## config.mk

```make
export PLATFORM = sky130hd
export DESIGN_NAME = multichannel_block_averager_top
export DESIGN_NICKNAME = d
export VERILOG_FILES = /design/src/hdl/mba_pkg.sv /design/src/hdl/multichannel_block_averager_top.sv
export SDC_FILE = /design/constraint.sdc
export NUM_CORES = 1
export LEC_CHECK = 0
export ABC_AREA = 1
export BUFFER_PORTS_ARGS = -buffer_cell sky130_fd_sc_hd__buf_2
export CORE_MARGIN = 2
export CORE_UTILIZATION = 50
export DETAILED_ROUTE_END_ITERATION = 8
export GPL_ROUTABILITY_DRIVEN = 0
export HOLD_SLACK_MARGIN = 0.05
export PLACE_DENSITY = 0.75
export SLEW_MARGIN = 20
export SYNTH_ARGS = -nofsm -noshare
export SYNTH_HDL_FRONTEND = slang
export SYNTH_SLANG_ARGS = --single-unit
```

## constraint.sdc

```tcl
create_clock -name clk_i -period 10.6 [get_ports clk_i]
set_input_delay 0.53 -clock clk_i [delete_from_list [all_inputs] [get_ports clk_i]]
set_output_delay 0.53 -clock clk_i [all_outputs]
set_load 0.02 [all_outputs]
```

## src/hdl/mba_pkg.sv

```systemverilog
`timescale 1ns / 1ps
// ----------------------------------------------------------------------------
// mba_pkg: shared types and constants for the block averager
// Channel map, group layout and field widths of the multichannel averager.
// ----------------------------------------------------------------------------
package mba_pkg;

  localparam int NumChannels = 17;
  localparam int ChW         = 5;
  localparam int SampleW     = 10;
  localparam int CfgW        = 9;
  localparam int SampleMax   = 1023;

  typedef logic [ChW-1:0]     chan_t;
  typedef logic [SampleW-1:0] sample_t;
  typedef logic [1:0]         group_t;

  localparam chan_t LastChannel = chan_t'(NumChannels - 1);

  // Group of a valid channel: 0-7, 8-11, 12-15, 16
  function automatic group_t group_of(input chan_t ch);
    group_t g;
    if (ch < chan_t'(8)) begin
      g = 2'd0;
    end else if (ch < chan_t'(12)) begin
      g = 2'd1;
    end else if (ch < chan_t'(16)) begin
      g = 2'd2;
    end else begin
      g = 2'd3;
    end
    return g;
  endfunction

  // First channel of a group
  function automatic chan_t group_base(input group_t g);
    chan_t b;
    unique case (g)
      2'd0:    b = chan_t'(0);
      2'd1:    b = chan_t'(8);
      2'd2:    b = chan_t'(12);
      default: b = chan_t'(16);
    endcase
    return b;
  endfunction

  // Closing channel of a group
  function automatic chan_t group_end(input group_t g);
    chan_t e;
    unique case (g)
      2'd0:    e = chan_t'(7);
      2'd1:    e = chan_t'(11);
      2'd2:    e = chan_t'(15);
      default: e = chan_t'(16);
    endcase
    return e;
  endfunction

endpackage

```

## src/hdl/multichannel_block_averager_top.sv

```systemverilog
`timescale 1ns / 1ps
// ----------------------------------------------------------------------------
// multichannel_block_averager_top: block-averaging decimator for 17 channels
// Sums samples per channel and emits the truncated mean of each channel of a
// group once the group has completed the configured number of passes.
// ----------------------------------------------------------------------------
// Each sample word is handled as a sum read, then a sum write, before the block
// is ready again. When a word closes the last pass of a group, the block then
// emits one mean per channel of the group; each mean goes through a read, a
// divider load, SUM_W restoring divide steps and an output word held until
// taken, where SUM_W = clog2(1023 * MAX_AVERAGE + 1) is 18 at the default.
// No sample word is taken until the last mean of the group is out. The
// sums live in a 17-entry memory with one read and one write port and a
// valid bit per entry, so reset needs no clearing pass. One serial divider
// serves all channels. Channels above 16 are dropped without any result.
// ----------------------------------------------------------------------------
module multichannel_block_averager_top #(
  parameter int MAX_AVERAGE = 256
) (
  input  logic        clk_i,
  input  logic        rst_ni,
  // configuration
  input  logic        average_count_we_i,
  input  logic [8:0]  average_count_i,
  // sample words
  input  logic        in_valid_i,
  output logic        in_ready_o,
  input  logic [4:0]  channel_i,
  input  logic [9:0]  sample_i,
  // mean words
  output logic        out_valid_o,
  input  logic        out_ready_i,
  output logic [4:0]  out_channel_o,
  output logic [9:0]  mean_o,
  output logic        group_last_o
);

  localparam int SumLimit = mba_pkg::SampleMax * MAX_AVERAGE;
  localparam int SumW     = $clog2(SumLimit + 1);
  localparam int PassW    = $clog2(MAX_AVERAGE + 1);
  localparam int CmpW     = (PassW > mba_pkg::CfgW) ? PassW : mba_pkg::CfgW;
  localparam int StepW    = $clog2(SumW + 1);

  localparam logic [SumW-1:0]  SumLimitC = SumW'(SumLimit);
  localparam logic [PassW-1:0] MaxPassC  = PassW'(MAX_AVERAGE);

  // sequencer states
  localparam logic [2:0] S_IDLE = 3'd0;
  localparam logic [2:0] S_ACC  = 3'd1;
  localparam logic [2:0] S_LOAD = 3'd2;
  localparam logic [2:0] S_INIT = 3'd3;
  localparam logic [2:0] S_DIV  = 3'd4;
  localparam logic [2:0] S_OUT  = 3'd5;

  logic [2:0]                    state_q, state_d;
  logic [mba_pkg::CfgW-1:0]      avg_q;
  logic [PassW-1:0]              pass_q [4];
  logic [PassW-1:0]              pass_d [4];
  logic [mba_pkg::NumChannels-1:0] vld_q, vld_d;

  mba_pkg::chan_t                ch_q, ch_d;
  mba_pkg::sample_t              smp_q, smp_d;
  mba_pkg::chan_t                idx_q, idx_d;
  logic [PassW-1:0]              div_q, div_d;
  logic [PassW-1:0]              rem_q, rem_d;
  logic [SumW-1:0]               quo_q, quo_d;
  logic [StepW-1:0]              step_q, step_d;
  logic [mba_pkg::SampleW-1:0]   mean_q, mean_d;
  logic                          glast_q, glast_d;

  // sum memory with registered read
  logic [SumW-1:0]               sum_mem [mba_pkg::NumChannels];
  logic [SumW-1:0]               rd_data_q;
  logic                          rd_vld_q;
  mba_pkg::chan_t                rd_addr;
  logic                          wr_en;
  logic [SumW-1:0]               wr_data;

  // datapath helpers
  mba_pkg::group_t               grp;
  logic [SumW-1:0]               cur_sum;
  logic [SumW:0]                 acc_ext;
  logic [PassW:0]                pass_inc;
  logic [PassW-1:0]              passes;
  logic [CmpW-1:0]               eff_cnt;
  logic [PassW:0]                rem_sh;
  logic                          q_bit;
  logic [SumW-1:0]               quo_next;

  // memory read address: incoming channel when idle, burst index otherwise
  always_comb begin
    rd_addr = idx_q;
    if (state_q == S_IDLE) begin
      rd_addr = (channel_i <= mba_pkg::LastChannel) ? channel_i : '0;
    end
  end

  always_ff @(posedge clk_i) begin
    if (wr_en) begin
      sum_mem[ch_q] <= wr_data;
    end
    rd_data_q <= sum_mem[rd_addr];
  end

  always_ff @(posedge clk_i or negedge rst_ni) begin
    if (!rst_ni) begin
      rd_vld_q <= 1'b0;
    end else begin
      rd_vld_q <= vld_q[rd_addr];
    end
  end

  // an entry without its valid bit reads as zero
  assign cur_sum = rd_vld_q ? rd_data_q : '0;
  assign grp     = mba_pkg::group_of(ch_q);

  // saturating accumulate
  always_comb begin
    acc_ext = {1'b0, cur_sum} + (SumW + 1)'(smp_q);
    wr_data = (acc_ext > {1'b0, SumLimitC}) ? SumLimitC : acc_ext[SumW-1:0];
  end

  // pass count advance, saturated
  always_comb begin
    pass_inc = {1'b0, pass_q[grp]} + (PassW + 1)'(1);
    passes   = (pass_inc > {1'b0, MaxPassC}) ? MaxPassC : pass_inc[PassW-1:0];
  end

  // effective average count: zero acts as one, capped at MAX_AVERAGE
  always_comb begin
    priority if (avg_q == '0) begin
      eff_cnt = CmpW'(1);
    end else if (CmpW'(avg_q) > CmpW'(MaxPassC)) begin
      eff_cnt = CmpW'(MaxPassC);
    end else begin
      eff_cnt = CmpW'(avg_q);
    end
  end

  // restoring divide step: one quotient bit per cycle
  always_comb begin
    rem_sh   = {rem_q, quo_q[SumW-1]};
    q_bit    = (rem_sh >= {1'b0, div_q});
    quo_next = {quo_q[SumW-2:0], q_bit};
  end

  // sequencer
  always_comb begin
    state_d = state_q;
    pass_d  = pass_q;
    vld_d   = vld_q;
    ch_d    = ch_q;
    smp_d   = smp_q;
    idx_d   = idx_q;
    div_d   = div_q;
    rem_d   = rem_q;
    quo_d   = quo_q;
    step_d  = step_q;
    mean_d  = mean_q;
    glast_d = glast_q;
    wr_en   = 1'b0;

    unique case (state_q)
      S_IDLE: begin
        if (in_valid_i && (channel_i <= mba_pkg::LastChannel)) begin
          ch_d    = channel_i;
          smp_d   = sample_i;
          state_d = S_ACC;
        end
      end
      S_ACC: begin
        wr_en       = 1'b1;
        vld_d[ch_q] = 1'b1;
        state_d     = S_IDLE;
        if (ch_q == mba_pkg::group_end(grp)) begin
          if (CmpW'(passes) >= eff_cnt) begin
            pass_d[grp] = '0;
            div_d       = passes;
            idx_d       = mba_pkg::group_base(grp);
            state_d     = S_LOAD;
          end else begin
            pass_d[grp] = passes;
          end
        end
      end
      S_LOAD: begin
        state_d = S_INIT;
      end
      S_INIT: begin
        quo_d        = cur_sum;
        rem_d        = '0;
        step_d       = StepW'(SumW);
        vld_d[idx_q] = 1'b0;
        state_d      = S_DIV;
      end
      S_DIV: begin
        quo_d  = quo_next;
        rem_d  = q_bit ? PassW'(rem_sh - {1'b0, div_q}) : rem_sh[PassW-1:0];
        step_d = step_q - StepW'(1);
        if (step_q == StepW'(1)) begin
          mean_d  = (quo_next > SumW'(mba_pkg::SampleMax))
                    ? mba_pkg::sample_t'(mba_pkg::SampleMax)
                    : quo_next[mba_pkg::SampleW-1:0];
          glast_d = (idx_q == mba_pkg::group_end(grp));
          state_d = S_OUT;
        end
      end
      S_OUT: begin
        if (out_ready_i) begin
          if (glast_q) begin
            state_d = S_IDLE;
          end else begin
            idx_d   = idx_q + mba_pkg::chan_t'(1);
            state_d = S_LOAD;
          end
        end
      end
      default: begin
        state_d = S_IDLE;
      end
    endcase
  end

  // control registers
  always_ff @(posedge clk_i or negedge rst_ni) begin
    if (!rst_ni) begin
      state_q <= S_IDLE;
      avg_q   <= mba_pkg::CfgW'(1);
      vld_q   <= '0;
      for (int g = 0; g < 4; g++) begin
        pass_q[g] <= '0;
      end
    end else begin
      state_q <= state_d;
      vld_q   <= vld_d;
      pass_q  <= pass_d;
      if (average_count_we_i) begin
        avg_q <= average_count_i;
      end
    end
  end

  // payload and divider registers
  always_ff @(posedge clk_i) begin
    ch_q    <= ch_d;
    smp_q   <= smp_d;
    idx_q   <= idx_d;
    div_q   <= div_d;
    rem_q   <= rem_d;
    quo_q   <= quo_d;
    step_q  <= step_d;
    mean_q  <= mean_d;
    glast_q <= glast_d;
  end

  assign in_ready_o    = (state_q == S_IDLE);
  assign out_valid_o   = (state_q == S_OUT);
  assign out_channel_o = idx_q;
  assign mean_o        = mean_q;
  assign group_last_o  = glast_q;

endmodule

```

; Word level (Yosys, flattened, before mapping)
; Memories as Yosys holds them, arrays and structs flattened. A register that Yosys moved wholly into a read port is not among the register bits.
; Index checks and enable logic that the tools add are counted.
[word_totals]
memories = 1
register_bits = 138
output_inout_bits = 18
ram_bits = 306
[op_classes]
addsub = 5
reduce_logical = 16
magnitude_cmp = 17
bitwise_logic = 6
n_eq_ne = 16
n_mux = 48
[mem_list]
columns = memory, words, word_bits, rd, rd_ports_with_merged_regs, write_ports, line
row1 = sum_mem, 17, 18, 1, 1, 1, multichannel_block_averager_top.sv:72  ; logic [SumW-1:0] sum_mem [mba_pkg::NumChannels];
[ops]
columns = operator, n
row1 = $mux W9, 7
row2 = $mux W5, 9
row3 = $and A36 B36 Y36, 1
row4 = $bwmux W36, 1
row5 = $mux W18, 2
row6 = $mux W36, 1
row7 = $not A36 Y36, 1
row8 = $pmux W18 S2, 1
row9 = $pmux W17 S2, 1
row10 = $pmux W5 S3, 2
row11 = $pmux W5 S2, 2
row12 = $add A18 B10 Y19, 1
row13 = $gt A19 B18 Y1 const B, 1
row14 = $bmux W9 S2, 1
row15 = $demux W9 S2, 1
row16 = $gt A18 B10 Y1 const B, 1
row17 = $lt A5 B6 Y1 const B, 3
row18 = $pmux W3 S6, 1
row19 = $pmux W9 S2, 1
row20 = $and A17 B17 Y17, 1
row21 = $not A17 Y17, 1
row22 = $or A17 B17 Y17, 1
row23 = $add A9 B1 Y10 const B, 1
row24 = $demux W1 S5, 2
row25 = 35 further kinds, 64

; Depth between registers and ports, before layout
[depth]
depth_word = 15
ltp_mapped = 30
ltp_nobuf = 28

; Least setup slack after synthesis
; No wires, ideal clock.
[synth_path]
kind = register to register
startpoint = register ch_q[4]
endpoint = register idx_q[0] (netlist: out_channel_o[0]), enable pin
synth_period_minus_slack_ps = 4250
required_ps = 10260
setup_ps = 340
stages_incl_launch_ff = 28
arrival_ps = 3910
setup_slack_ps = 6350
n_path_buf = 3
cell_sequence = edfxtp_1 > buf_6 > inv_6 > buf_12 > buf_8 > nor2_2 > nor2_2 > nand2_2 > inv_1 > ha_1 > inv_1 > nor2_4 > nand2_2 > nor3_1 > nand3b_4 > nand2_4 > inv_2 > a21oi_1 > ha_1 > nand2_1 > nor2_1 > nand2_1 > o2111ai_1 > a31oi_2 > or2_2 > inv_1 > nor2_1 > nor2_1
[synth_between]
elab_chain_len = 14
elab_cells_between_ends = 23
classes_between = add/sub: 1 / order compare: 5 / eq/ne: 5 / mux: 9 / bitwise: 1 / reduce/logical: 2
[synth_rtl]
columns = item, line
row1 = from (decl), multichannel_block_averager_top.sv:61  ; mba_pkg::chan_t ch_q, ch_d;
row2 = from (signal assigned), multichannel_block_averager_top.sv:245  ; ch_q <= ch_d;
row3 = $lt A5 B5 Y1, mba_pkg.sv:27  ; end else if (ch < chan_t'(16)) begin
row4 = $mux W1, mba_pkg.sv:27
row5 = $mux W2, mba_pkg.sv:25  ; end else if (ch < chan_t'(12)) begin
row6 = $mux W2 *, mba_pkg.sv:23  ; if (ch < chan_t'(8)) begin
row7 = $not A2 Y3 (not written as such) *, multichannel_block_averager_top.sv:125  ; pass_inc = {1'b0, pass_q[grp]} + (PassW + 1)'(1);
row8 = $bmux W9 S2 *, multichannel_block_averager_top.sv:125
row9 = $mux W9 (not written as such) * (2 in series), multichannel_block_averager_top.sv:125
row10 = $add A9 B1 Y10 *, multichannel_block_averager_top.sv:125
row11 = $gt A10 B9 Y1, multichannel_block_averager_top.sv:126  ; passes = (pass_inc > {1'b0, MaxPassC}) ? MaxPassC : pass_inc[PassW-1:0];
row12 = $mux W9 *, multichannel_block_averager_top.sv:126
row13 = net passes[8], multichannel_block_averager_top.sv:84  ; logic [PassW-1:0] passes;
row14 = $ge A9 B9 Y1 *, multichannel_block_averager_top.sv:176  ; if (CmpW'(passes) >= eff_cnt) begin
row15 = $ne A2 B2 Y1 (no line) *, n/a
row16 = $reduce_and A5 Y1 (no line) *, n/a
row17 = to (signal assigned), multichannel_block_averager_top.sv:247  ; idx_q <= idx_d;
row18 = to (decl), multichannel_block_averager_top.sv:63  ; mba_pkg::chan_t idx_q, idx_d;
; Mark *: on every way through the listed nets, which the timed path passes. The rest lies on a longest branch. The select of a mux whose other input is x is not followed.
; A chain may end at the register's enable or synchronous reset.

; Worst setup path in the final report
[layout_path]
startpoint = register ch_q[3]
endpoint = register idx_q[3] (netlist: out_channel_o[3]), enable pin
; The elaborated chain is that of the path after synthesis.

==> PnR_summary.wiki <==
{| class="wikitable"
! Metric !! Value
|-
| Fin crit period || approximately 5200 ps
|-
| Width of the die || roughly 210 µm
|-
| Fraction of power consumed by the clock network || between 20% and 30%
|-
| Area of the core region || 0.0406 mm²
|-
| Slew margin rel. || between 20% and 30%
|-
| Type of destination of the critical path || flop
|-
| Master cell of the clock root buffer || clkbuf_16
|-
| Number of CTS-inserted buffers || 45
|-
| Count of mapped cells out of synthesis || about 1900
|-
| Standard cell area after detailed placement || 0.0212 mm²
|-
| Internal power summed over all cells || 3.96 mW
|-
| Cell count after placement || 2386
|-
| XOR/XNOR share of the synthesized area || under 10%
|-
| Post-detail-place hpwl || 31700 µm
|-
| Filler Cell Count || 3200
|-
| Max-capacitance violation count || 0
|-
| Reg-to-Reg End || out_channel_o[3]
|-
| Number of non-filler instances in the completed layout || between 2000 and 2500
|-
| Highest Clock Rate || ~190 MHz
|-
| Initial cell density of the core || approximately half
|-
| Antenna Diode Count || 0
|-
| Arrival time reported for the critical path endpoint || roughly 5500 ps
|-
| Synth Cell Area || ~0.02 mm²
|-
| Setup-failing EPs final || 0
|-
| Launch instance of the worst register-to-register path || ch_q[3]
|-
| # Post-CTS Setup Buffers || 0
|-
| Clock latency reported for the late side of the worst-skew pair || 560 ps
|-
| DRC violation count after routing || 0
|-
| Proportion of power drawn by flip-flops and latches || around 41%
|-
| Overflow left after global routing || 0
|-
| Number of H-tree levels || 2
|-
| Vias in the first global route || ~14000
|-
| Minimum setup slack among reg-to-reg paths || 5360 ps
|-
| Overall routing resource usage || about a quarter
|-
| Number of flip-flops and latches in the synthesized netlist || approximately 460
|-
| Maximum fanout encountered on the critical timing path || 11
|-
| Via density per instance || roughly 5.9
|-
| Top-level I/O count || between 40 and 50
|-
| Number of cells on the worst reg-to-reg path || 27
|-
| Final cycle utilization of the critical path || 49.5%
|-
| First-iteration detailed-routing DRC count || between 1500 and 2000
|-
| Unrepaired setup endpoints after global routing || false
|-
| Power Total || a little over 6 mW
|-
| Reported net switching power || 2.24 mW
|-
| Worst-case setup margin in the final layout || between 5000 and 6000 ps
|-
| Count of synthesis-stage warnings from yosys || 0
|-
| Switching Fraction || 36.1%
|-
| Maximum clock skew at final layout || roughly 27 ps
|-
| Part of the total power dissipated in combinational logic || 32.1%
|-
| Pre-CTS setup slack || 5360 ps
|-
| Min-Delay Path Class || primary input to async pin
|-
| Worst Hold Margin || between 100 and 150 ps
|-
| Pre-Repair DR Iteration Count || 6
|-
| Count of port buffers added during placement || 46
|-
| Number of buffers added to fix hold violations after cts || 0
|-
| Synth Area in Adders || about 2.3%
|-
| Leakage component of the power || ~8.6 nW
|-
| CP required || between 10000 and 15000 ps
|-
| Std-Cell Rows || 74
|-
| Power per standard cell area || about 270 mW/mm²
|-
| Number of distinct library cells after synthesis || 61
|-
| Largest net degree at the start of global routing || 84
|-
| Count of clock tree sinks || approximately 460
|-
| Number of flops mapped to enable cells by yosys || 378
|-
| Simple-Gate Fraction of Synth Area || 15.5%
|-
| Syn_nets || slightly below 2000
|-
| Category of the worst setup path launch point || flop
|-
| Clock-pin transition on the worst setup and hold timing paths || 60 ps
|-
| Count of cells resized by post-cts repair || 0
|-
| Die Footprint || 0.0425 mm²
|-
| DIE HEIGHT || 206 µm
|-
| Total count of hold-check failures in the final report || 0
|-
| Multiplexer share of the synthesized area || 0.159%
|-
| TritonCTS clock tree || yes
|-
| Peak supply drop || approximately 160 µV
|-
| Via Count || 14600
|-
| Avg WL per Cell || roughly 21 µm
|-
| Number of antenna violations at the first check in global routing || 0
|-
| Mean area per synthesized cell || approximately 11 µm²
|-
| Global-route wire length before repair || between 70000 and 80000 µm
|-
| Combinational family with the most area after synthesis || simple AND/OR/NAND/NOR gates
|-
| Final design utilization || between 50 and 60%
|-
| Layout overhead on the synthesized area || 11.6%
|-
| Routed WL || between 50000 and 60000 µm
|-
| Synth Area in Compound Gates || 10.9%
|-
| Post-synthesis async set-or-reset flop share || between 10% and 20%
|-
| Number of nets in the final layout || just under 2000
|-
| Bufs on Longest Clock Path || 3
|-
| Fraction of the yosys area taken by sequential cells || 65.4%
|-
| Antenna violation net count after detailed routing || 0
|-
| Slew @ Worst Pin || 1110 ps
|-
| Critical path class || flop to flop
|-
| Number of slew-limit violations in the final report || 0
|-
| Result of the run || completed
|-
| Share of layout cells above drive strength 1 || a little under an eighth
|-
| Sum Neg Setup Slack || 0 ps
|-
| Commonest register cell after synthesis || edfxtp_1
|-
| Final design area excluding fillers || about 0.023 mm²
|}
power groups by stage:
stage	Combinational (mW)	Clock [mW]	Sequential [mW]
finish	1.99	1.67	2.54
global route	2.18	1.75	2.55
CTS	1.96	1.68	2.53
detailed placement	1.95	0	2.57
global placement	1.88	0	2.56
floorplan	1.40	0	2.50
layer usage:
layer	GRT usage, %	vias up	share of wire [%]
met5	0	-	0
met4	12.2	0	4.5
met3	3.30	154	7.7
met2	40.1	703	49
met1	30.5	7083	39
li1	-	6616	-
cell type report:
type / instances / area [µm²] / area share [%]
Inverter: 135 / 514 / 2.26
Multi-Input combinational cell: 1181 / 6240 / 27.4
Sequential cell: 462 / 13400 / 58.6
Timing Repair Buffer: 76 / 455 / 2.00
Clock inverter: 22 / 263 / 1.15
Tap cell: 532 / 666 / 2.92
Clock buffer: 62 / 1290 / 5.67
cell families after synthesis:
family                     Yosys count
DFF                                462
and+or+nand+nor                    732
muxes                                3
xor gates and xnor gates            29
adders and majority gates           37
buffers and inverters              219
AOI/OAI and AO/OA                  380
Yosys cell counts, types with 5 or more instances:
library cell,n,share of area (%)
inv_1,126,2.3
nand3_1,88,2.2
o221ai_1,36,1.5
nand3b_1,8,0.29
and3_1,10,0.31
xnor2_1,10,0.43
edfxtp_1,378,56
buf_1,11,0.20
nand2_2,10,0.31
nor2_1,252,4.6
a21oi_1,125,3.1
clkbuf_1,43,0.79
a31oi_1,13,0.40
nand4_1,10,0.31
or2_2,9,0.28
xor2_1,19,0.81
buf_2,23,0.56
nand2_1,305,5.6
inv_2,6,0.11
o21ai_0,153,3.7
ha_1,35,2.1
dfxtp_1,18,1.8
nor3_1,12,0.29
a211o_1,10,0.43
nand3_2,6,0.29
o21ai_1,5,0.12
dfrtp_1,65,8.0
nor2_2,9,0.28
a221oi_1,10,0.43
how the worst max path moves through the flow:
stage                     startpoint               end  slack (ps)  cells past startpoint
after floorplan              ch_q[4]  out_channel_o[0]        6350                     27
after global placement       ch_q[3]  out_channel_o[1]        5600                     27
after detailed placement     ch_q[3]  out_channel_o[3]        5360                     27
after CTS                    ch_q[3]  out_channel_o[3]        5360                     27
after global routing         ch_q[3]  out_channel_o[3]        4850                     27
final                        ch_q[3]  out_channel_o[3]        5360                     27
layout by cell type (no fill, tap or decap), types with 11 or more instances in the layout:
master / netlist / layout
edfxtp_1: 378 / 378
nand2_1: 305 / 304
nor2_1: 252 / 235
o21ai_0: 153 / 153
inv_1: 126 / 125
a21oi_1: 125 / 125
nand3_1: 88 / 88
dfrtp_1: 65 / 65
clkbuf_16: 0 / 47
buf_2: 23 / 46
o221ai_1: 36 / 36
ha_1: 35 / 35
buf_4: 3 / 30
nor2_2: 9 / 23
xor2_1: 19 / 19
dfxtp_1: 18 / 18
a31oi_1: 13 / 12
nor3_1: 12 / 11
flip-flops by register name (all words and copies together), names as in the netlist:
register	count
rd_data_q	18
avg_q	9
ch_q	5
state_q	3
div_q	9
rem_q	9
out_channel_o	5
vld_q	17
smp_q	10
quo_q	18
group_last_o	1
mean_o	10
sum_mem	306
step_q	5
rd_vld_q	1
pass_q	36
critical path: stages, from the launching register on:
cell	delay [ps]
edfxtp_1	640
inv_1	220
nor2_2	260
nand2_2	200
nand2_1	100
nand2_1	60
nand2_2	130
ha_1	190
inv_1	70
nor2_4	160
nand3_1	110
nand2_1	90
nand2_1	90
nor2_1	110
nand3_1	120
nand2_4	160
inv_2	90
a21oi_1	210
ha_1	200
nand2_1	60
nor2_1	130
nand2_1	60
o2111ai_1	210
a31oi_2	180
or2_2	370
inv_1	260
nor2_1	110
nor2_1	310
(Power assumes the default switching activity.)
